**config.mk**
```make
export PLATFORM = sky130hd
export DESIGN_NAME = dbbp_out_asm_flat
export DESIGN_NICKNAME = d
export VERILOG_FILES = /design/src/rtl/dbbp_pkg.sv /design/src/rtl/dbbp_if.sv /design/src/rtl/dbbp_out_asm.sv /design/src/flat_wrapper.sv
export SDC_FILE = /design/constraint.sdc
export NUM_CORES = 1
export LEC_CHECK = 0
export BUFFER_PORTS_ARGS = -buffer_cell sky130_fd_sc_hd__buf_4
export CAP_MARGIN = 20
export CORE_AREA = 2 2 236 354
export CTS_CLUSTER_SIZE = 20
export DETAILED_ROUTE_END_ITERATION = 7
export DIE_AREA = 0 0 238 356
export PLACE_DENSITY = 0.71
export RECOVER_POWER = 100
export SLEW_MARGIN = 15
export SYNTH_ARGS = -nofsm -noshare
export SYNTH_HDL_FRONTEND = slang
export SYNTH_SLANG_ARGS = --single-unit
```
**constraint.sdc**
```tcl
create_clock -name clk -period 72.4 [get_ports clk]
set_clock_uncertainty 0.05 [all_clocks]
set_input_delay 3.62 -clock clk [delete_from_list [all_inputs] [get_ports clk]]
set_output_delay 3.62 -clock clk [all_outputs]
set_load 0.01 [all_outputs]
```
**src/rtl/dbbp_pkg.sv**
```systemverilog
// ----------------------------------------------------------------------------
// dbbp_pkg: shared definitions of the delta block bit packer
// Sizes, code bytes, controller states and the command and status groups
// that join the controller, the datapath and the result assembler.
// ----------------------------------------------------------------------------
package dbbp_pkg;

  localparam int WINDOW_DEPTH    = 64;
  localparam int WIN_AW          = $clog2(WINDOW_DEPTH);
  localparam int FILL_W          = WIN_AW + 1;
  localparam int LITERAL_RUN_MAX = 16;
  localparam int MAX_BLOCK_BITS  = 32;
  localparam int RUN_COUNT_BITS  = 32;
  localparam int ZERO_RUN_MIN    = 16;
  localparam int RES_BYTES       = 64;
  localparam int CNT_W           = 7;
  localparam int BW_W            = $clog2(MAX_BLOCK_BITS + 1);
  localparam int SH_W            = $clog2(MAX_BLOCK_BITS);
  localparam int NUM_SIZES       = 4;

  localparam logic [7:0] BYTE_ZERO_RUN = 8'hFE;
  localparam logic [7:0] BYTE_LITERAL  = 8'hFF;
  localparam logic [7:0] BYTE_ABSENT   = 8'hFD;

  typedef enum logic [1:0] {
    DK_ZR_ENTER,
    DK_ZERO,
    DK_BLOCK,
    DK_LITERAL
  } dec_kind_t;

  typedef enum logic [2:0] {
    BS_ZERO_RUN,
    BS_ABSENT,
    BS_LITERAL,
    BS_BLK_HDR,
    BS_LIT_LEN,
    BS_ULEB,
    BS_ROW
  } byte_src_t;

  typedef enum logic [1:0] {
    UL_ABSENT,
    UL_ZRUN,
    UL_ZERO,
    UL_LIT
  } uleb_src_t;

  typedef enum logic [3:0] {
    ST_IDLE,
    ST_DISP,
    ST_SCAN,
    ST_DECIDE,
    ST_ZR_HDR,
    ST_AR_HDR,
    ST_ZERO_HDR,
    ST_ULEB,
    ST_BLK_HDR,
    ST_BLK_ROW,
    ST_LIT_HDR,
    ST_LIT_LEN,
    ST_LIT_RD,
    ST_LIT_LD
  } state_t;

  typedef enum logic [1:0] {
    PH_ABS,
    PH_PRES,
    PH_LAST,
    PH_OUT
  } phase_t;

  typedef struct packed {
    logic      item_load;
    logic      push;
    byte_src_t byte_src;
    logic      uleb_load;
    uleb_src_t uleb_src;
    logic      write;
    logic      scan_clear;
    logic      scan_run;
    logic      open;
    logic      decide;
    logic      zr_enter;
    logic      zr_clear;
    logic      zr_inc;
    logic      ar_clear;
    logic      ar_count;
    logic      drop;
    logic      blk_init;
    logic      rd_lit;
    logic      lit_clear;
    logic      lit_next;
    logic      flush;
  } ctrl_cmd_t;

  typedef struct packed {
    logic      fill_zero;
    logic      fill_last;
    logic      in_zr;
    logic      in_ar;
    logic      value_zero;
    logic      scan_done;
    dec_kind_t kind;
    logic      uleb_last;
    logic      blk_last;
    logic      lit_done;
  } dp_status_t;

  typedef struct packed {
    logic byte_ready;
    logic flush_ok;
  } asm_status_t;

endpackage

```
**src/rtl/dbbp_if.sv**
```systemverilog


interface dbbp_out_if;
  logic        valid;
  logic        ready;
  logic [63:0] word_0;
  logic [63:0] word_1;
  logic [63:0] word_2;
  logic [63:0] word_3;
  logic [63:0] word_4;
  logic [63:0] word_5;
  logic [63:0] word_6;
  logic [63:0] word_7;
  logic [6:0]  byte_count;
  logic        burst_end;

  modport source (
    output valid, output word_0, output word_1, output word_2, output word_3,
    output word_4, output word_5, output word_6, output word_7,
    output byte_count, output burst_end, input ready
  );
  modport sink (
    input valid, input word_0, input word_1, input word_2, input word_3,
    input word_4, input word_5, input word_6, input word_7,
    input byte_count, input burst_end, output ready
  );
endinterface

```
**src/rtl/dbbp_out_asm.sv**
```systemverilog
// ----------------------------------------------------------------------------
// dbbp_out_asm: result assembler
// Collects coded bytes into 64-byte results and holds one finished result
// in an output register until the sink takes it.
// ----------------------------------------------------------------------------
module dbbp_out_asm
  import dbbp_pkg::*;
(
  input  logic              clk,
  input  logic              rst,
  input  logic              push,
  input  logic [7:0]        byte_in,
  input  logic              flush,
  output asm_status_t       status,
  dbbp_out_if.source        result
);

  logic [RES_BYTES*8-1:0] buf_q;
  logic [CNT_W-1:0]       cnt;
  logic [RES_BYTES*8-1:0] obuf;
  logic [CNT_W-1:0]       ocount;
  logic                   oend;
  logic                   ovalid;
  logic                   full;

  assign full              = (cnt == CNT_W'(RES_BYTES));
  assign status.byte_ready = !(full && ovalid);
  assign status.flush_ok   = !ovalid;

  always_ff @(posedge clk) begin
    if (rst) begin
      cnt    <= '0;
      ovalid <= 1'b0;
      buf_q  <= '0;
    end else begin
      if (ovalid && result.ready) begin
        ovalid <= 1'b0;
      end
      if (push) begin
        if (full) begin
          obuf   <= buf_q;
          ocount <= cnt;
          oend   <= 1'b0;
          ovalid <= 1'b1;
          buf_q  <= {{(RES_BYTES*8-8){1'b0}}, byte_in};
          cnt    <= CNT_W'(1);
        end else begin
          buf_q[{cnt[CNT_W-2:0], 3'b000} +: 8] <= byte_in;
          cnt <= cnt + CNT_W'(1);
        end
      end else if (flush && cnt != '0) begin
        obuf   <= buf_q;
        ocount <= cnt;
        oend   <= 1'b1;
        ovalid <= 1'b1;
        buf_q  <= '0;
        cnt    <= '0;
      end
    end
  end

  assign result.valid      = ovalid;
  assign result.word_0     = obuf[63:0];
  assign result.word_1     = obuf[127:64];
  assign result.word_2     = obuf[191:128];
  assign result.word_3     = obuf[255:192];
  assign result.word_4     = obuf[319:256];
  assign result.word_5     = obuf[383:320];
  assign result.word_6     = obuf[447:384];
  assign result.word_7     = obuf[511:448];
  assign result.byte_count = ocount;
  assign result.burst_end  = oend;

endmodule

```
**src/flat_wrapper.sv**
```systemverilog
// flat-port wrapper written by rule: the top's interface ports become plain ports
module dbbp_out_asm_flat import dbbp_pkg::*;
  (clk, rst, push, byte_in, flush, status, result_valid, result_word_0, result_word_1, result_word_2, result_word_3, result_word_4, result_word_5, result_word_6, result_word_7, result_byte_count, result_burst_end, result_ready);
  dbbp_out_if result_i ();
  input  logic clk;
  input  logic rst;
  input  logic push;
  input  logic [7:0] byte_in;
  input  logic flush;
  output asm_status_t status;
  output wire logic [$bits(result_i.valid)-1:0] result_valid;
  output wire logic [$bits(result_i.word_0)-1:0] result_word_0;
  output wire logic [$bits(result_i.word_1)-1:0] result_word_1;
  output wire logic [$bits(result_i.word_2)-1:0] result_word_2;
  output wire logic [$bits(result_i.word_3)-1:0] result_word_3;
  output wire logic [$bits(result_i.word_4)-1:0] result_word_4;
  output wire logic [$bits(result_i.word_5)-1:0] result_word_5;
  output wire logic [$bits(result_i.word_6)-1:0] result_word_6;
  output wire logic [$bits(result_i.word_7)-1:0] result_word_7;
  output wire logic [$bits(result_i.byte_count)-1:0] result_byte_count;
  output wire logic [$bits(result_i.burst_end)-1:0] result_burst_end;
  input wire logic [$bits(result_i.ready)-1:0] result_ready;
  assign result_valid = result_i.valid;
  assign result_word_0 = result_i.word_0;
  assign result_word_1 = result_i.word_1;
  assign result_word_2 = result_i.word_2;
  assign result_word_3 = result_i.word_3;
  assign result_word_4 = result_i.word_4;
  assign result_word_5 = result_i.word_5;
  assign result_word_6 = result_i.word_6;
  assign result_word_7 = result_i.word_7;
  assign result_byte_count = result_i.byte_count;
  assign result_burst_end = result_i.burst_end;
  assign result_i.ready = result_ready;
  dbbp_out_asm u_core (.clk(clk), .rst(rst), .push(push), .byte_in(byte_in), .flush(flush), .status(status), .result(result_i));
endmodule
```
==> flow_metrics.env <==
export IMPL_outcome="finished with violations"
export IMPL_violations="capacitance limit, slew limit"
export IMPL_dr_pass1_iters=8
export IMPL_slew_violations=656
export IMPL_path_class="in -> reg"
export IMPL_ys_types=63
export IMPL_crit_slowest_cell="clkbuf_1"
export IMPL_numPortBuffers=535
export IMPL_hp_class="reg -> reg"
export IMPL_synth_avg_cell_area_um2=16.7
export IMPL_max_slew_margin_pct=-627
export IMPL_ys_ff_latch=1040
export IMPL_critPathMaxStageDelay_ns=7.23
export IMPL_gp_congestion=0.888
export IMPL_pre_cts_ws_ns=64.90
export IMPL_setup_slack_ns=54.61
export IMPL_grt_pass1_vias=20700
export IMPL_crit_top_cell="clkbuf_1"
export IMPL_hold_viol_final=0
export IMPL_p_int_w=0.000915
export IMPL_whs_ns=0.367
export IMPL_worst_pin_slew_ns=10.91
export IMPL_routed_via_density=5.63
export IMPL_io_pins=536
export IMPL_tritoncts="yes"
export IMPL_clk_latency_ns=0.65
export IMPL_grt_ovfl_total=0
export IMPL_reg2reg_from="u_core.cnt[4]$_SDFFE_PP0P_"
export IMPL_period_share_pct=24.6
export IMPL_fin_nets=2579
export IMPL_p_leak_nw=13.4
export IMPL_synthFlopType="edfxtp_1"
export IMPL_clk_path_buf_depth=3
export IMPL_crit_fanout=190
export IMPL_clk_pin_slew_ns=0.07
export IMPL_yosysTopAreaCell="edfxtp_1"
export IMPL_vias=20800
export IMPL_pwr_density_cell_mw_per_mm2=30.4
export IMPL_rsz0062_at_grt="false"
export IMPL_clock_sinks=1040
export IMPL_synthArstFlopShare_pct=0
export IMPL_die_h_um=356
export IMPL_synthesis_nets=2000
export IMPL_cts_buffers_inserted=92
export IMPL_setup_viol=0
export IMPL_drv_cap=9
export IMPL_drive_gt1_share_pct=8.63
export IMPL_max_freq_mhz=56.2
export IMPL_layout_cells_non_filler=3691
export IMPL_synth_seq_area_share_pct=78.6
export IMPL_cts_hold_buffers=0
export IMPL_root_buffer="clkbuf_16"
export IMPL_wl_um=99900
export IMPL_p_clk_share_pct=41.2
export IMPL_fin_setup_tns_ns=0
export IMPL_syn_inst=1985
export IMPL_yosys_top_cells_count="dfxtp_1 (520), edfxtp_1 (520), a22o_1 (412), nor2_1 (72), clkbuf_1 (55)"
export IMPL_drtIter0Drc=1503
export IMPL_yosysTopAreaCellShare_pct=47.1
export IMPL_place_hpwl_um=68700
export IMPL_worstSetupEndpointType="flip-flop"
export IMPL_core_area_mm2=0.0820
export IMPL_dp_cells=3515
export IMPL_cp_required_ns=72.55
export IMPL_p_switching_w=0.000281
export IMPL_synth_edff_count=520
export IMPL_antenna_found_initial=0
export IMPL_areaGrowthSynthToFinish_pct=18.8
export IMPL_holdCritStartpoint="u_core.buf_q[507]$_SDFFE_PP0P_"
export IMPL_wl_per_cell_um=27.1
export IMPL_die_area_mm2=0.0847
export IMPL_crit_arrival_ns=17.94
export IMPL_grt_usage_pct=22.8
export IMPL_p_seq_share_pct=53.5
export IMPL_grt_max_degree=191
export IMPL_switching_share_pct=23.5
export IMPL_post_route_drc_count=0
export IMPL_syn_area_mm2=0.0331
export IMPL_yosysWarnings=0
export IMPL_fin_util_pct=48.0
export IMPL_placementRows=129
export IMPL_ir_worst_vdd_mv=0.0227
export IMPL_post_cts_buffers=0
export IMPL_start_kind="input pin"
export IMPL_p_comb_share_pct=5.3
export IMPL_ant_nets=0
export IMPL_fin_crit_ns=17.79
export IMPL_cts_repair_resized=0
export IMPL_crit_start="push"
export IMPL_crit_chain="clkbuf_1, or2_0, nand3_1, nor2_1, clkbuf_1, clkbuf_1, clkbuf_1"
export IMPL_htreeDepth=3
export IMPL_synthTopCellsByArea="edfxtp_1 (47%), dfxtp_1 (31%), a22o_1 (11%), o2bb2ai_1 (1.0%), a31oi_2 (0.91%)"
export IMPL_start_util_pct=40.4
export IMPL_antenna_cells=0
export IMPL_fp_dieW_um=238
export IMPL_grt_pass1_wl_um=142000
==> critical path, delay by kind of cell <==
family,cells,cell delay [ns]
buf+inv,4,12.46
simple gates,3,1.49
==> sequential cells by signal, indices dropped and copies added, names as in the netlist <==
signal	cells
u_core.cnt	7
u_core.result.valid	1
u_core.obuf	512
u_core.buf_q	512
u_core.result.byte_count	7
u_core.result.burst_end	1
==> worst paths after layout <==
| path | slack (ns) | cells past startpoint | to |
|---|---|---|---|
| worst max-delay path | 54.61 | 7 | u_core.obuf[338]$_DFFE_PP_ |
| worst min-delay path | 0.37 | 0 | u_core.obuf[507]$_DFFE_PP_ |
| worst max register to register | 58.04 | 7 | u_core.obuf[338]$_DFFE_PP_ |
| worst min register to register | 0.37 | 0 | u_core.obuf[507]$_DFFE_PP_ |
==> cell type report <==
cell class	count	area, um2
tap	1048	1310
clock inverter	58	623
clock buffer	115	2440
fill	7247	42600
multi-input combinational	849	6590
sequential	1040	26000
timing repair buffer	574	2340
inverter	7	26.3
==> cells by family (layout without fill, tap and decap cells) <==
logic type	after synthesis	after routing	share of synthesized area (%)
adders and majority gates	2	2	0.0755
DFF	1040	1040	78.6
and+or+nand+nor	222	222	3.52
xor gates and xnor gates	4	4	0.106
muxes	29	29	0.876
buffers and inverters	96	754	1.22
AOI/OAI and AO/OA	592	592	15.6
==> metrics by stage <==
| step | total power, W | area [um2] |
|---|---|---|
| after floorplan | 0.000696 | 33100 |
| after global placement | 0.000723 | 38400 |
| after detailed placement | 0.000724 | 38500 |
| after CTS | 0.00121 | 41600 |
| after global routing | 0.00123 | 39400 |
| final | 0.00120 | 39400 |
==> layer usage <==
| layer | vias up | global-route usage, % | share of wire [%] |
|---|---|---|---|
| met5 | - | 0 | 0 |
| met4 | 0 | 11.9 | 5.3 |
| met3 | 245 | 5.94 | 8.5 |
| met2 | 1075 | 38.8 | 49 |
| met1 | 10400 | 26.4 | 37 |
| li1 | 9005 | - | - |
==> power by group through the flow <==
stage	Combinational (W)	Clock [W]	Sequential [W]
final	0.0000633	0.000492	0.000641
after floorplan	0.0000285	0	0.000667
after global placement	0.0000729	0	0.000650
after global routing	0.0000669	0.000522	0.000642
after CTS	0.0000748	0.000501	0.000637
after detailed placement	0.0000746	0	0.000650
==> placed cells by master, fill, tap and decap left out, types with 5 or more instances in the layout <==
cell,instances
nor2b_1,5
a21oi_1,31
inv_1,6
inv_6,5
nor2_2,6
nor3_1,13
o211ai_1,5
clkbuf_1,548
and3_1,7
clkinv_1,11
nand3_1,30
a31oi_1,37
nand2_1,53
clkinv_4,5
o2bb2ai_1,38
a32oi_1,8
edfxtp_1,520
dfxtp_1,520
bufinv_16,7
clkinvlp_4,12
buf_4,39
nor2_1,72
nor4_4,6
a22o_1,412
clkbuf_16,92
mux2i_1,29
clkbuf_8,5
a32o_1,17
clkinv_2,10
o21ai_0,14
(Power assumes the default switching activity.)
