$ cat config.mk
export PLATFORM = sky130hd
export DESIGN_NAME = dbbp_ctrl
export DESIGN_NICKNAME = d
export VERILOG_FILES = /design/src/rtl/dbbp_pkg.sv /design/src/rtl/dbbp_ctrl.sv
export SDC_FILE = /design/constraint.sdc
export NUM_CORES = 1
export LEC_CHECK = 0
export ABC_AREA = 1
export BUFFER_PORTS_ARGS = -buffer_cell sky130_fd_sc_hd__buf_2
export CORE_MARGIN = 1
export CORE_UTILIZATION = 39
export CTS_CLUSTER_SIZE = 20
export DETAILED_ROUTE_END_ITERATION = 7
export PLACE_DENSITY = 0.66
export SYNTH_ARGS = -nofsm -noshare
export SYNTH_HDL_FRONTEND = slang
export SYNTH_SLANG_ARGS = --single-unit
$ cat constraint.sdc
create_clock -name clk -period 2.2 [get_ports clk]
set_clock_uncertainty 0.1 [all_clocks]
set_input_delay 0.33 -clock clk [delete_from_list [all_inputs] [get_ports clk]]
set_output_delay 0.33 -clock clk [all_outputs]
set_load 0.01 [all_outputs]
$ cat src/rtl/dbbp_pkg.sv
// ----------------------------------------------------------------------------
// dbbp_pkg: shared definitions of the delta block bit packer
// Sizes, code bytes, controller states and the command and status groups
// that join the controller, the datapath and the result assembler.
// ----------------------------------------------------------------------------
package dbbp_pkg;

  localparam int WINDOW_DEPTH    = 64;
  localparam int WIN_AW          = $clog2(WINDOW_DEPTH);
  localparam int FILL_W          = WIN_AW + 1;
  localparam int LITERAL_RUN_MAX = 16;
  localparam int MAX_BLOCK_BITS  = 32;
  localparam int RUN_COUNT_BITS  = 32;
  localparam int ZERO_RUN_MIN    = 16;
  localparam int RES_BYTES       = 64;
  localparam int CNT_W           = 7;
  localparam int BW_W            = $clog2(MAX_BLOCK_BITS + 1);
  localparam int SH_W            = $clog2(MAX_BLOCK_BITS);
  localparam int NUM_SIZES       = 4;

  localparam logic [7:0] BYTE_ZERO_RUN = 8'hFE;
  localparam logic [7:0] BYTE_LITERAL  = 8'hFF;
  localparam logic [7:0] BYTE_ABSENT   = 8'hFD;

  typedef enum logic [1:0] {
    DK_ZR_ENTER,
    DK_ZERO,
    DK_BLOCK,
    DK_LITERAL
  } dec_kind_t;

  typedef enum logic [2:0] {
    BS_ZERO_RUN,
    BS_ABSENT,
    BS_LITERAL,
    BS_BLK_HDR,
    BS_LIT_LEN,
    BS_ULEB,
    BS_ROW
  } byte_src_t;

  typedef enum logic [1:0] {
    UL_ABSENT,
    UL_ZRUN,
    UL_ZERO,
    UL_LIT
  } uleb_src_t;

  typedef enum logic [3:0] {
    ST_IDLE,
    ST_DISP,
    ST_SCAN,
    ST_DECIDE,
    ST_ZR_HDR,
    ST_AR_HDR,
    ST_ZERO_HDR,
    ST_ULEB,
    ST_BLK_HDR,
    ST_BLK_ROW,
    ST_LIT_HDR,
    ST_LIT_LEN,
    ST_LIT_RD,
    ST_LIT_LD
  } state_t;

  typedef enum logic [1:0] {
    PH_ABS,
    PH_PRES,
    PH_LAST,
    PH_OUT
  } phase_t;

  typedef struct packed {
    logic      item_load;
    logic      push;
    byte_src_t byte_src;
    logic      uleb_load;
    uleb_src_t uleb_src;
    logic      write;
    logic      scan_clear;
    logic      scan_run;
    logic      open;
    logic      decide;
    logic      zr_enter;
    logic      zr_clear;
    logic      zr_inc;
    logic      ar_clear;
    logic      ar_count;
    logic      drop;
    logic      blk_init;
    logic      rd_lit;
    logic      lit_clear;
    logic      lit_next;
    logic      flush;
  } ctrl_cmd_t;

  typedef struct packed {
    logic      fill_zero;
    logic      fill_last;
    logic      in_zr;
    logic      in_ar;
    logic      value_zero;
    logic      scan_done;
    dec_kind_t kind;
    logic      uleb_last;
    logic      blk_last;
    logic      lit_done;
  } dp_status_t;

  typedef struct packed {
    logic byte_ready;
    logic flush_ok;
  } asm_status_t;

endpackage

$ cat src/rtl/dbbp_ctrl.sv
// ----------------------------------------------------------------------------
// dbbp_ctrl: sequencing controller
// Walks one observation through run bookkeeping, window decisions, byte
// emission and the final flush of the partial result.
// ----------------------------------------------------------------------------
module dbbp_ctrl
  import dbbp_pkg::*;
(
  input  logic        clk,
  input  logic        rst,
  input  logic        item_valid,
  input  logic        item_absent,
  input  logic        item_last,
  output logic        item_ready,
  input  dp_status_t  dp,
  input  asm_status_t asm_st,
  output ctrl_cmd_t   cmd
);

  state_t state, state_next;
  phase_t phase, phase_next;
  logic   it_last, it_last_next;
  logic   open_q, open_next;
  logic   lit_mode, lit_mode_next;

  always_ff @(posedge clk) begin
    if (rst) begin
      state    <= ST_IDLE;
      phase    <= PH_OUT;
      it_last  <= 1'b0;
      open_q   <= 1'b0;
      lit_mode <= 1'b0;
    end else begin
      state    <= state_next;
      phase    <= phase_next;
      it_last  <= it_last_next;
      open_q   <= open_next;
      lit_mode <= lit_mode_next;
    end
  end

  always_comb begin
    state_next    = state;
    phase_next    = phase;
    it_last_next  = it_last;
    open_next     = open_q;
    lit_mode_next = lit_mode;
    cmd           = '0;
    cmd.open      = open_q;
    item_ready    = (state == ST_IDLE);

    case (state)
      ST_IDLE: begin
        if (item_valid) begin
          cmd.item_load = 1'b1;
          it_last_next  = item_last;
          phase_next    = item_absent ? PH_ABS : PH_PRES;
          state_next    = ST_DISP;
        end
      end
      ST_DISP: begin
        case (phase)
          PH_ABS: begin
            if (dp.in_zr) begin
              state_next = ST_ZR_HDR;
            end else if (!dp.fill_zero) begin
              cmd.scan_clear = 1'b1;
              open_next      = 1'b0;
              state_next     = ST_SCAN;
            end else begin
              cmd.ar_count = 1'b1;
              phase_next   = PH_LAST;
            end
          end
          PH_PRES: begin
            if (dp.in_ar) begin
              state_next = ST_AR_HDR;
            end else if (dp.in_zr && dp.value_zero) begin
              cmd.zr_inc = 1'b1;
              phase_next = PH_LAST;
            end else if (dp.in_zr) begin
              state_next = ST_ZR_HDR;
            end else begin
              cmd.write  = 1'b1;
              phase_next = PH_LAST;
              if (dp.fill_last) begin
                cmd.scan_clear = 1'b1;
                open_next      = 1'b1;
                state_next     = ST_SCAN;
              end
            end
          end
          PH_LAST: begin
            if (!it_last) begin
              phase_next = PH_OUT;
            end else if (dp.in_zr) begin
              state_next = ST_ZR_HDR;
            end else if (!dp.fill_zero) begin
              cmd.scan_clear = 1'b1;
              open_next      = 1'b0;
              state_next     = ST_SCAN;
            end else if (dp.in_ar) begin
              state_next = ST_AR_HDR;
            end else begin
              phase_next = PH_OUT;
            end
          end
          default: begin
            if (asm_st.flush_ok) begin
              cmd.flush  = 1'b1;
              state_next = ST_IDLE;
            end
          end
        endcase
      end
      ST_SCAN: begin
        cmd.scan_run = 1'b1;
        if (dp.scan_done) state_next = ST_DECIDE;
      end
      ST_DECIDE: begin
        cmd.decide = 1'b1;
        case (dp.kind)
          DK_ZR_ENTER: begin
            cmd.zr_enter = 1'b1;
            state_next   = ST_DISP;
          end
          DK_ZERO:  state_next = ST_ZERO_HDR;
          DK_BLOCK: state_next = ST_BLK_HDR;
          default:  state_next = ST_LIT_HDR;
        endcase
      end
      ST_ZR_HDR: begin
        cmd.byte_src = BS_ZERO_RUN;
        cmd.uleb_src = UL_ZRUN;
        if (asm_st.byte_ready) begin
          cmd.push      = 1'b1;
          cmd.uleb_load = 1'b1;
          cmd.zr_clear  = 1'b1;
          state_next    = ST_ULEB;
        end
      end
      ST_AR_HDR: begin
        cmd.byte_src = BS_ABSENT;
        cmd.uleb_src = UL_ABSENT;
        if (asm_st.byte_ready) begin
          cmd.push      = 1'b1;
          cmd.uleb_load = 1'b1;
          cmd.ar_clear  = 1'b1;
          state_next    = ST_ULEB;
        end
      end
      ST_ZERO_HDR: begin
        cmd.byte_src = BS_ZERO_RUN;
        cmd.uleb_src = UL_ZERO;
        if (asm_st.byte_ready) begin
          cmd.push      = 1'b1;
          cmd.uleb_load = 1'b1;
          cmd.drop      = 1'b1;
          state_next    = ST_ULEB;
        end
      end
      ST_ULEB: begin
        cmd.byte_src = BS_ULEB;
        if (asm_st.byte_ready) begin
          cmd.push = 1'b1;
          if (dp.uleb_last) begin
            if (lit_mode && !dp.lit_done) begin
              state_next = ST_LIT_RD;
            end else begin
              if (lit_mode) begin
                cmd.drop      = 1'b1;
                lit_mode_next = 1'b0;
              end
              state_next = ST_DISP;
            end
          end
        end
      end
      ST_BLK_HDR: begin
        cmd.byte_src = BS_BLK_HDR;
        if (asm_st.byte_ready) begin
          cmd.push     = 1'b1;
          cmd.blk_init = 1'b1;
          state_next   = ST_BLK_ROW;
        end
      end
      ST_BLK_ROW: begin
        cmd.byte_src = BS_ROW;
        if (asm_st.byte_ready) begin
          cmd.push = 1'b1;
          if (dp.blk_last) begin
            cmd.drop   = 1'b1;
            state_next = ST_DISP;
          end
        end
      end
      ST_LIT_HDR: begin
        cmd.byte_src = BS_LITERAL;
        if (asm_st.byte_ready) begin
          cmd.push      = 1'b1;
          cmd.lit_clear = 1'b1;
          lit_mode_next = 1'b1;
          state_next    = ST_LIT_LEN;
        end
      end
      ST_LIT_LEN: begin
        cmd.byte_src = BS_LIT_LEN;
        if (asm_st.byte_ready) begin
          cmd.push   = 1'b1;
          state_next = ST_LIT_RD;
        end
      end
      ST_LIT_RD: begin
        cmd.rd_lit = 1'b1;
        state_next = ST_LIT_LD;
      end
      ST_LIT_LD: begin
        cmd.uleb_src  = UL_LIT;
        cmd.uleb_load = 1'b1;
        cmd.lit_next  = 1'b1;
        state_next    = ST_ULEB;
      end
      default: begin
        state_next = ST_IDLE;
      end
    endcase
  end

endmodule
==> results of run 1 <==
==> cells in the final DEF, fill, tap and decap left out, drive strengths merged <==
cell type / n
nand3: 25
nand2: 65
nand4: 5
nand3b: 3
buf: 42
o22ai: 1
nor3b: 1
a21oi: 13
o21ai: 8
and2: 1
clkbuf: 4
dfxtp: 9
o211ai: 3
nor3: 4
ha: 5
nor2: 42
inv: 34
==> registers in the layout (all words and copies together), names as in the netlist <==
register and count:
lit_mode 1, it_last 1, open_q 1, phase 2, state 4
==> synth_stat cells <==
cell and instances:
nand2_1 62, nor2_1 39, inv_1 33, nand3_1 24, a21oi_1 13, dfxtp_1 9, o21ai_0 8, ha_1 5
nand4_1 5, nor3_1 4, nand3b_1 3, o211ai_1 3, nand2_2 2, nor2_2 2, and2_1 1, buf_4 1
buf_6 1, inv_2 1, nand2_4 1, nand3_2 1, nor2_4 1, nor3b_1 1, o22ai_1 1
==> through the flow <==
| stage | total power [mW] | hold WS (ns) | cell area [sq um] |
|---|---|---|---|
| after floorplan | 1.02 | 0.299 | 1170 |
| after global placement | 1.28 | 0.382 | 1400 |
| after detailed placement | 1.28 | 0.368 | 1400 |
| after CTS | 1.41 | 0.198 | 1420 |
| after global routing | 1.56 | 0.220 | 1420 |
| final | 1.42 | 0.201 | 1420 |
==> routing by layer <==
layer / vias up / track usage, % / wire (microns) / share of wire, %
li1: 794 / - / - / -
met1: 661 / 32.8 / 1670 / 49
met2: 55 / 31.5 / 1450 / 42
met3: 5 / 0.691 / 242 / 7.1
met4: 0 / 9.64 / 57 / 1.7
met5: - / 0 / 0 / 0
==> where the power goes <==
part           switching [mW]  total (mW)  leakage, nW  internal (mW)
clock network          0.0610       0.131       0.0150         0.0701
registers              0.0760       0.290       0.0740          0.214
logic                   0.667        1.00        0.775          0.333
==> final timing paths <==
path	slack, ns	cells past startpoint	to	startpoint
max	0.07	6	cmd[14]	state[2]$_SDFFE_PP0P_
min	0.20	2	lit_mode$_SDFFE_PP0P_	rst
min reg2reg	0.38	2	lit_mode$_SDFFE_PP0P_	lit_mode$_SDFFE_PP0P_
max reg2reg	0.33	9	state[0]$_SDFFE_PP0P_	state[3]$_SDFFE_PP0P_
==> logic make-up (layout without fill, tap and decap cells) <==
family / after synthesis / after routing / synth area share (%)
flip-flops: 9 / 9 / 15.4
adder cells (fa/ha/maj): 5 / 5 / 5.36
AO/OA/AOI/OAI: 25 / 25 / 11.5
AND/OR/NAND/NOR: 146 / 146 / 55.2
buffers and inverters: 36 / 80 / 12.5
==> final cells by class <==
class | instances | area (sq um) | share of cell area [%]
clock buffers | 4 | 26.3 | 1.85
inverters | 34 | 128 | 8.96
multi-input cells | 176 | 841 | 59.1
flip-flops and latches | 9 | 180 | 12.7
well taps | 31 | 38.8 | 2.72
repair buffers | 42 | 210 | 14.8
==> out/metrics.csv, run 1 <==
stage,metric,value,unit
clock_network,clk_pin_slew,0.06,ns
layout,fin_util,50.8,%
floorplanning,start_util,41.6,%
layout,drive_gt1_share,20.0,%
floorplanning,rows,19,
critical_path,max_stage_delay,0.39,ns
sta,worst_pin_slew,0.493,ns
clock_network,tritoncts,built,
route,wire_per_inst,11.6,microns
sta,relSlewSlack,67.1,%
yosys,syn_avg_cell_area,5.28,sq um
critical_path,critPathMaxFanout,8,
clock_network,cts.sink_count,9,
sta,finalSetupViolations,0,
place,dpl.hpwl,2.77,mm
route,vias,1515,
sta,setup_tns,0,ns
clock_network,cts-resized-gates,0,
global_routing,grt_pass1_vias,1233,
power,peakVddDrop,0.529,mV
floorplanning,boundaryPins,43,
floorplanning,dieArea,3220,sq um
critical_path,required,1.77,ns
clock_network,cts_max_level,1,
floorplanning,die_h,56.7,microns
global_routing,grt_max_degree,12,
sta,rsz0062_at_grt,false,
route,drt_iter0_drc,71,
clock_network,cts-hold-fix-buffers,0,
layout,layout.nets,289,
clock_network,root_buffer,clkbuf_4,
sta,fin_ws,0.0733,ns
sta,max_freq,0.470,GHz
sta,min_period_over_period,96.7,%
global_routing,grt_pass1_wl,5.44,mm
route,drc,8,
critical_path,cp.arrival,1.70,ns
yosys,syn_nets,244,
clock_network,post-cts-setup-buffers,0,
job,drv_cap,0,
layout,final_cells,296,
yosys,ys_top_cells_by_area,"nand2_1, dfxtp_1, nor2_1",
layout,fillCellCount,327,
yosys,netlist-cell-type-count,23,
critical_path,crit_family,simple AND/OR/NAND/NOR gates,
floorplanning,coreArea,2810,sq um
yosys,ys_seq_elements,9,
yosys,synth_top_area_share,19.9,%
sta,slew_violations,0,
clock_network,clockBufferDepth,2,
clock_network,cts_made_buffers,3,
clock_network,clkLatencyLatePin,0.27,ns
route,drt-pass1-iter-count,6,
run_status,violations,design-rule violations,
power,total_leakage_power,0.864,nW
global_routing,grtUsageTotal,21.7,%
global_routing,antenna_found_initial,0,
critical_path,critPathSlowestCell,nor2_1,
run_status,status,"finished, violations left",
critical_path,path_cells,"nor2_1, nand2_2, nor2_2, nand2_1, inv_1, buf_2",
place,gp_congestion,0.920,
place,post-place-ws,0.377,ns
power,p_per_area,998,nW/um^2
yosys,synth_largest_area_cell,nand2_1,
global_routing,grt_overflow,0,
route,ant_nets,0,
sta,min_period,2.13,ns
yosys,yosys_warnings,0,
sta,hold_violations,0,
yosys,seq_area_frac_synth,15.4,%
floorplanning,die_w,56.7,microns
route,vias_per_cell,5.12,
critical_path,startpoint_type,flip-flop,
layout,antenna_cells,0,
layout,area_growth,22.0,%
place,placedCellCount,292,
critical_path,worst-setup-path-type,flip-flop to primary output,
route,wirelength,3.42,mm
yosys,netlist_area,1170,sq um
yosys,syn_inst,221,
place,portBuffers,42,
critical_path,endpoint_kind,primary output,
hold_path,hold_class,input pin to flip-flop,
critical_path,critPathBufInv,2,
(Power assumes the default switching activity.)
==> run 2: changes to the inputs <==
- clock period: 2.2 -> 2.1 ns (I/O delays scaled with it)
==> out/metrics.csv, run 2 (synthesized netlist as in run 1, its figures left out) <==
stage,metric,value,unit,change
floorplanning,boundaryPins,43,,unchanged
sta,rsz0062_at_grt,false,,
sta,min_period,1.96,ns,
route,vias_per_cell,5.17,,+1.0%
route,met2_length,1.44,mm,-0.69%
sta,slew_violations,0,,unchanged
route,wl_met1,1.72,mm,+2.9%
clock_network,cts-resized-gates,0,,unchanged
layout,postLayoutCellArea,1450,sq um,+1.7%
global_routing,grt_pass1_wl,5.75,mm,+5.7%
critical_path,endpoint_kind,primary output,,
place,post-place-ws,0.372,ns,-0.00501 ns
layout,largest_register_ffs,4,,unchanged
layout,regMostFlops,state,,
sta,setup_tns,0,ns,unchanged
clock_network,cts-hold-fix-buffers,0,,unchanged
critical_path,cp.arrival,1.55,ns,-0.15 ns
critical_path,worst-setup-path-type,flip-flop to primary output,,
route,top_layer,met4,,
power,total_leakage_power,0.877,nW,+1.5%
sta,min_period_over_period,93.4,%,
floorplanning,dieArea,3220,sq um,unchanged
global_routing,grt_max_degree,12,,unchanged
sta,worst_pin_slew,0.438,ns,-0.0546 ns
critical_path,startpoint_type,flip-flop,,
floorplanning,start_util,41.6,%,unchanged
layout,final_cell_mix,"nand2_1, buf_2, nor2_1",,
place,dpl_cell_area,1420,sq um,+1.6%
sta,relSlewSlack,70.7,%,+3.6 points
layout,drive_gt1_share,21.6,%,+1.6 points
route,drt_iter0_drc,96,,+35%
critical_path,r2r_slack,0.32,ns,about the same
sta,max_freq,0.510,GHz,
clock_network,tritoncts,built,,
place,portBuffers,42,,unchanged
power,total_power,1.51,mW,+6.5%
critical_path,critPathMaxFanout,7,,-1
layout,multiInputGateArea,841,sq um,unchanged
route,wirelength,3.49,mm,+2.0%
global_routing,antenna_found_initial,0,,unchanged
layout,fin_util,51.6,%,+0.85 points
layout,antenna_cells,0,,unchanged
floorplanning,die_h,56.7,microns,unchanged
clock_network,root_buffer,clkbuf_4,,
power,peakVddDrop,0.636,mV,+20%
sta,hold_violations,0,,unchanged
run_status,status,"finished, violations left",,
route,wire_per_inst,11.7,microns,+0.96%
layout,area_growth,24.0,%,
clock_network,clockBufferDepth,2,,unchanged
run_status,violations,design-rule violations,,
clock_network,cts_max_level,1,,unchanged
layout,seq_area,181,sq um,+0.69%
route,ant_nets,0,,unchanged
hold_path,hold_class,input pin to flip-flop,,
place,dpl.hpwl,2.86,mm,+3.5%
critical_path,required,1.68,ns,-0.09 ns
layout,mostFrequentLayoutCell,nand2_1,,
route,met3_length,314,microns,+30%
route,vias,1546,,+2.0%
global_routing,grtUsageTotal,22.5,%,+0.75 points
floorplanning,rows,19,,unchanged
global_routing,grt_pass1_vias,1321,,+7.1%
clock_network,clkLatencyLatePin,0.26,ns,about the same
power,p_per_area,1050,nW/um^2,+4.7%
global_routing,grt_overflow,0,,unchanged
layout,fillCellCount,330,,+0.92%
job,drv_cap,0,,unchanged
clock_network,cts.sink_count,9,,unchanged
route,drc,8,,unchanged
sta,finalSetupViolations,0,,unchanged
clock_network,clk_pin_slew,0.07,ns,about the same
sta,fin_ws,0.139,ns,+0.0652 ns
layout,layout.nets,292,,+1.0%
clock_network,post-cts-setup-buffers,0,,unchanged
floorplanning,coreArea,2810,sq um,unchanged
route,drt-pass1-iter-count,7,,+1
layout,top_regs,"state: 4 flops, phase: 2 flops",,
place,gp_congestion,0.937,,+1.8%
floorplanning,die_w,56.7,microns,unchanged
clock_network,cts_made_buffers,3,,unchanged
run 2: final cells by class:
| type | instances | share of cell area (%) |
|---|---|---|
| Multi-Input combinational cell | 176 | 58.1 |
| Timing Repair Buffer | 45 | 16.1 |
| Sequential cell | 9 | 12.5 |
| Inverter | 34 | 8.82 |
| Tap cell | 31 | 2.68 |
| Clock buffer | 4 | 1.82 |
run 2: worst max-delay path: stages (launching register included):
cell      delay [ns]
dfxtp_1         0.46
inv_1           0.11
ha_1            0.30
nand2_1         0.12
o211ai_1        0.08
nand2_1         0.06
inv_1           0.03
buf_2           0.12
run 2: stage by stage:
step / cells / hold slack, ns
finish: 299 / 0.192
CTS: 299 / 0.183
floorplan: 221 / 0.284
global route: 299 / 0.194
detailed placement: 295 / 0.374
global placement: 295 / 0.371
run 2: metal layers:
layer  vias up  track usage (%)
met1       676             34.5
met5         -                0
met3         2             1.61
li1        805                -
met4         0             7.86
met2        63             32.1
run 2: power by group:
group          internal (mW)  switching (mW)
registers              0.226          0.0789
logic                  0.374           0.700
clock network         0.0732          0.0612
total                  0.673           0.840
run 2: path summary, 6_finish.rpt:
kind	startpoint	end	cells past startpoint
setup / recovery	phase[0]$_SDFFE_PP1P_	cmd[14]	7
hold / removal	rst	state[0]$_SDFFE_PP0P_	2
setup reg to reg	phase[0]$_SDFFE_PP1P_	state[3]$_SDFFE_PP0P_	10
hold reg to reg	open_q$_SDFFE_PP0P_	open_q$_SDFFE_PP0P_	2
==> run 3: changes to the inputs <==
- ABC_CLOCK_PERIOD_IN_PS: default -> 2100
- BUFFER_PORTS_ARGS: -buffer_cell sky130_fd_sc_hd__buf_2 -> default
- DONT_BUFFER_PORTS: default -> 1
- PLACE_DENSITY: 0.66 -> default
- RECOVER_POWER: default -> 50
==> out/metrics.csv, run 3 (synthesized netlist as in run 1, its figures left out) <==
stage,metric,value,unit,change
critical_path,max_stage_delay,0.37,ns,-0.09 ns
sta,slew_violations,0,,unchanged
place,dpl_cell_area,1230,sq um,-13%
layout,drive_gt1_share,8.26,%,-13 points
floorplanning,die_h,56.7,microns,unchanged
route,drt-pass1-iter-count,6,,-1
power,total_leakage_power,0.693,nW,-21%
global_routing,grt_pass1_wl,5.49,mm,-4.6%
clock_network,cts_made_buffers,3,,unchanged
layout,final_cell_mix,"nand2_1, nor2_1, inv_1",,
run_status,status,"finished, violations left",,
place,portBuffers,0,,-100%
critical_path,critPathSlowestCell,dfxtp_1,,
clock_network,cts.sink_count,9,,unchanged
sta,max_freq,0.525,GHz,+2.9%
clock_network,cts_max_level,1,,unchanged
sta,hold_violations,0,,unchanged
sta,worst_pin_slew,0.376,ns,-0.0625 ns
critical_path,required,1.68,ns,about the same
floorplanning,die_w,56.7,microns,unchanged
global_routing,grt_pass1_vias,1211,,-8.3%
layout,top_regs,"state: 4 flops, phase: 2 flops",,
layout,layout.nets,254,,-13%
critical_path,crit_family,flip-flops,,
hold_path,hold_class,input pin to flip-flop,,
place,dpl.hpwl,2.80,mm,-2.2%
sta,fin_ws,0.194,ns,+0.0558 ns
sta,relSlewSlack,74.7,%,+4.0 points
route,wirelength,3.38,mm,-3.2%
global_routing,grtUsageTotal,21.7,%,-0.80 points
layout,postLayoutCellArea,1270,sq um,-12%
global_routing,grt_overflow,0,,unchanged
floorplanning,rows,19,,unchanged
job,drv_cap,0,,unchanged
power,peakVddDrop,0.566,mV,-11%
route,wire_per_inst,12.9,microns,+11%
route,vias_per_cell,5.41,,+4.7%
layout,largest_register_ffs,4,,unchanged
sta,finalSetupViolations,0,,unchanged
critical_path,path_cells,"inv_1, ha_1, nand3_1, nor2_1, buf_4",,
layout,mostFrequentLayoutCell,nand2_1,,
clock_network,tritoncts,built,,
clock_network,clk_pin_slew,0.06,ns,about the same
global_routing,antenna_found_initial,0,,unchanged
layout,area_growth,8.79,%,
global_routing,grt_max_degree,9,,-3
route,drt_iter0_drc,84,,-13%
sta,min_period_over_period,90.7,%,-2.7 points
route,vias,1413,,-8.6%
floorplanning,dieArea,3220,sq um,unchanged
floorplanning,boundaryPins,43,,unchanged
layout,fillCellCount,327,,-0.91%
layout,regMostFlops,state,,
power,p_per_area,1140,nW/um^2,+9.3%
place,post-place-ws,0.322,ns,-0.0500 ns
clock_network,clkLatencyLatePin,0.26,ns,about the same
floorplanning,coreArea,2810,sq um,unchanged
sta,rsz0062_at_grt,false,,
clock_network,root_buffer,clkbuf_4,,
layout,fin_util,45.3,%,-6.3 points
critical_path,cp.arrival,1.49,ns,-0.06 ns
clock_network,clockBufferDepth,2,,unchanged
critical_path,critPathMaxFanout,7,,unchanged
route,ant_nets,0,,unchanged
route,drc,4,,-4
sta,min_period,1.91,ns,-0.0558 ns
critical_path,critPathBufInv,2,,-1
place,gp_congestion,0.922,,-1.6%
critical_path,worst-setup-path-type,flip-flop to primary output,,
layout,antenna_cells,0,,unchanged
floorplanning,start_util,41.6,%,unchanged
critical_path,endpoint_kind,primary output,,
run_status,violations,design-rule violations,,
sta,setup_tns,0,ns,unchanged
critical_path,startpoint_type,flip-flop,,
[run 3: repair_timing]
| item | in CTS | in global routing |
|---|---|---|
| resized for setup | 0 | 3 |
| endpoints found under the hold margin | 0 | 1 |
| endpoints found under the setup margin | 0 | 1 |
| buffers inserted | 0 | 0 |
| hold buffers | 0 | 1 |
[run 3: metal layers]
| layer | GRT usage, % | share of wire (%) |
|---|---|---|
| met5 | 0 | 0 |
| met3 | 4.38 | 10 |
| met4 | 7.50 | 1.2 |
| met1 | 32.3 | 48 |
| met2 | 30.3 | 41 |
[run 3: path summary, 6_finish.rpt]
| path | from | endpoint | slack [ns] | cells past startpoint |
|---|---|---|---|---|
| worst max-delay path | phase[0]$_SDFFE_PP1P_ | cmd[6] | 0.19 | 5 |
| worst min-delay path | rst | lit_mode$_SDFFE_PP0P_ | 0.01 | 1 |
| worst max register to register | state[3]$_SDFFE_PP0P_ | phase[1]$_SDFFE_PP1P_ | 0.27 | 10 |
| worst min register to register | lit_mode$_SDFFE_PP0P_ | lit_mode$_SDFFE_PP0P_ | 0.37 | 2 |
[run 3: layout make-up]
class | count | area (sq um) | share of cell area, %
sequential | 9 | 183 | 14.4
inverter | 34 | 128 | 10.0
clock buffer | 4 | 26.3 | 2.07
timing repair buffer | 7 | 51.3 | 4.04
tap | 31 | 38.8 | 3.05
multi-input combinational | 176 | 843 | 66.4
[run 3: stage by stage]
stage | hold WS (ns) | cells | total power [mW]
floorplan | 0.284 | 221 | 1.07
global placement | 0.286 | 256 | 1.32
detailed placement | 0.288 | 256 | 1.30
CTS | 0.00428 | 260 | 1.44
global route | 0.00166 | 261 | 1.60
finish | 0.0113 | 261 | 1.45
[run 3: where the power goes]
| group | switching, mW | leakage, nW | internal, mW |
|---|---|---|---|
| combinational | 0.680 | 0.603 | 0.332 |
| clock | 0.0606 | 0.0150 | 0.0733 |
| sequential | 0.0781 | 0.0746 | 0.227 |
[run 3: worst reg2reg max path, cell delays in order (launching register included)]
cell,delay [ns]
dfxtp_1,0.42
inv_1,0.12
nand2_1,0.16
nor2_2,0.11
buf_4,0.17
nand4_1,0.07
nand2_1,0.05
nor2_1,0.21
nand3_1,0.15
nand2_1,0.09
nand3_1,0.06
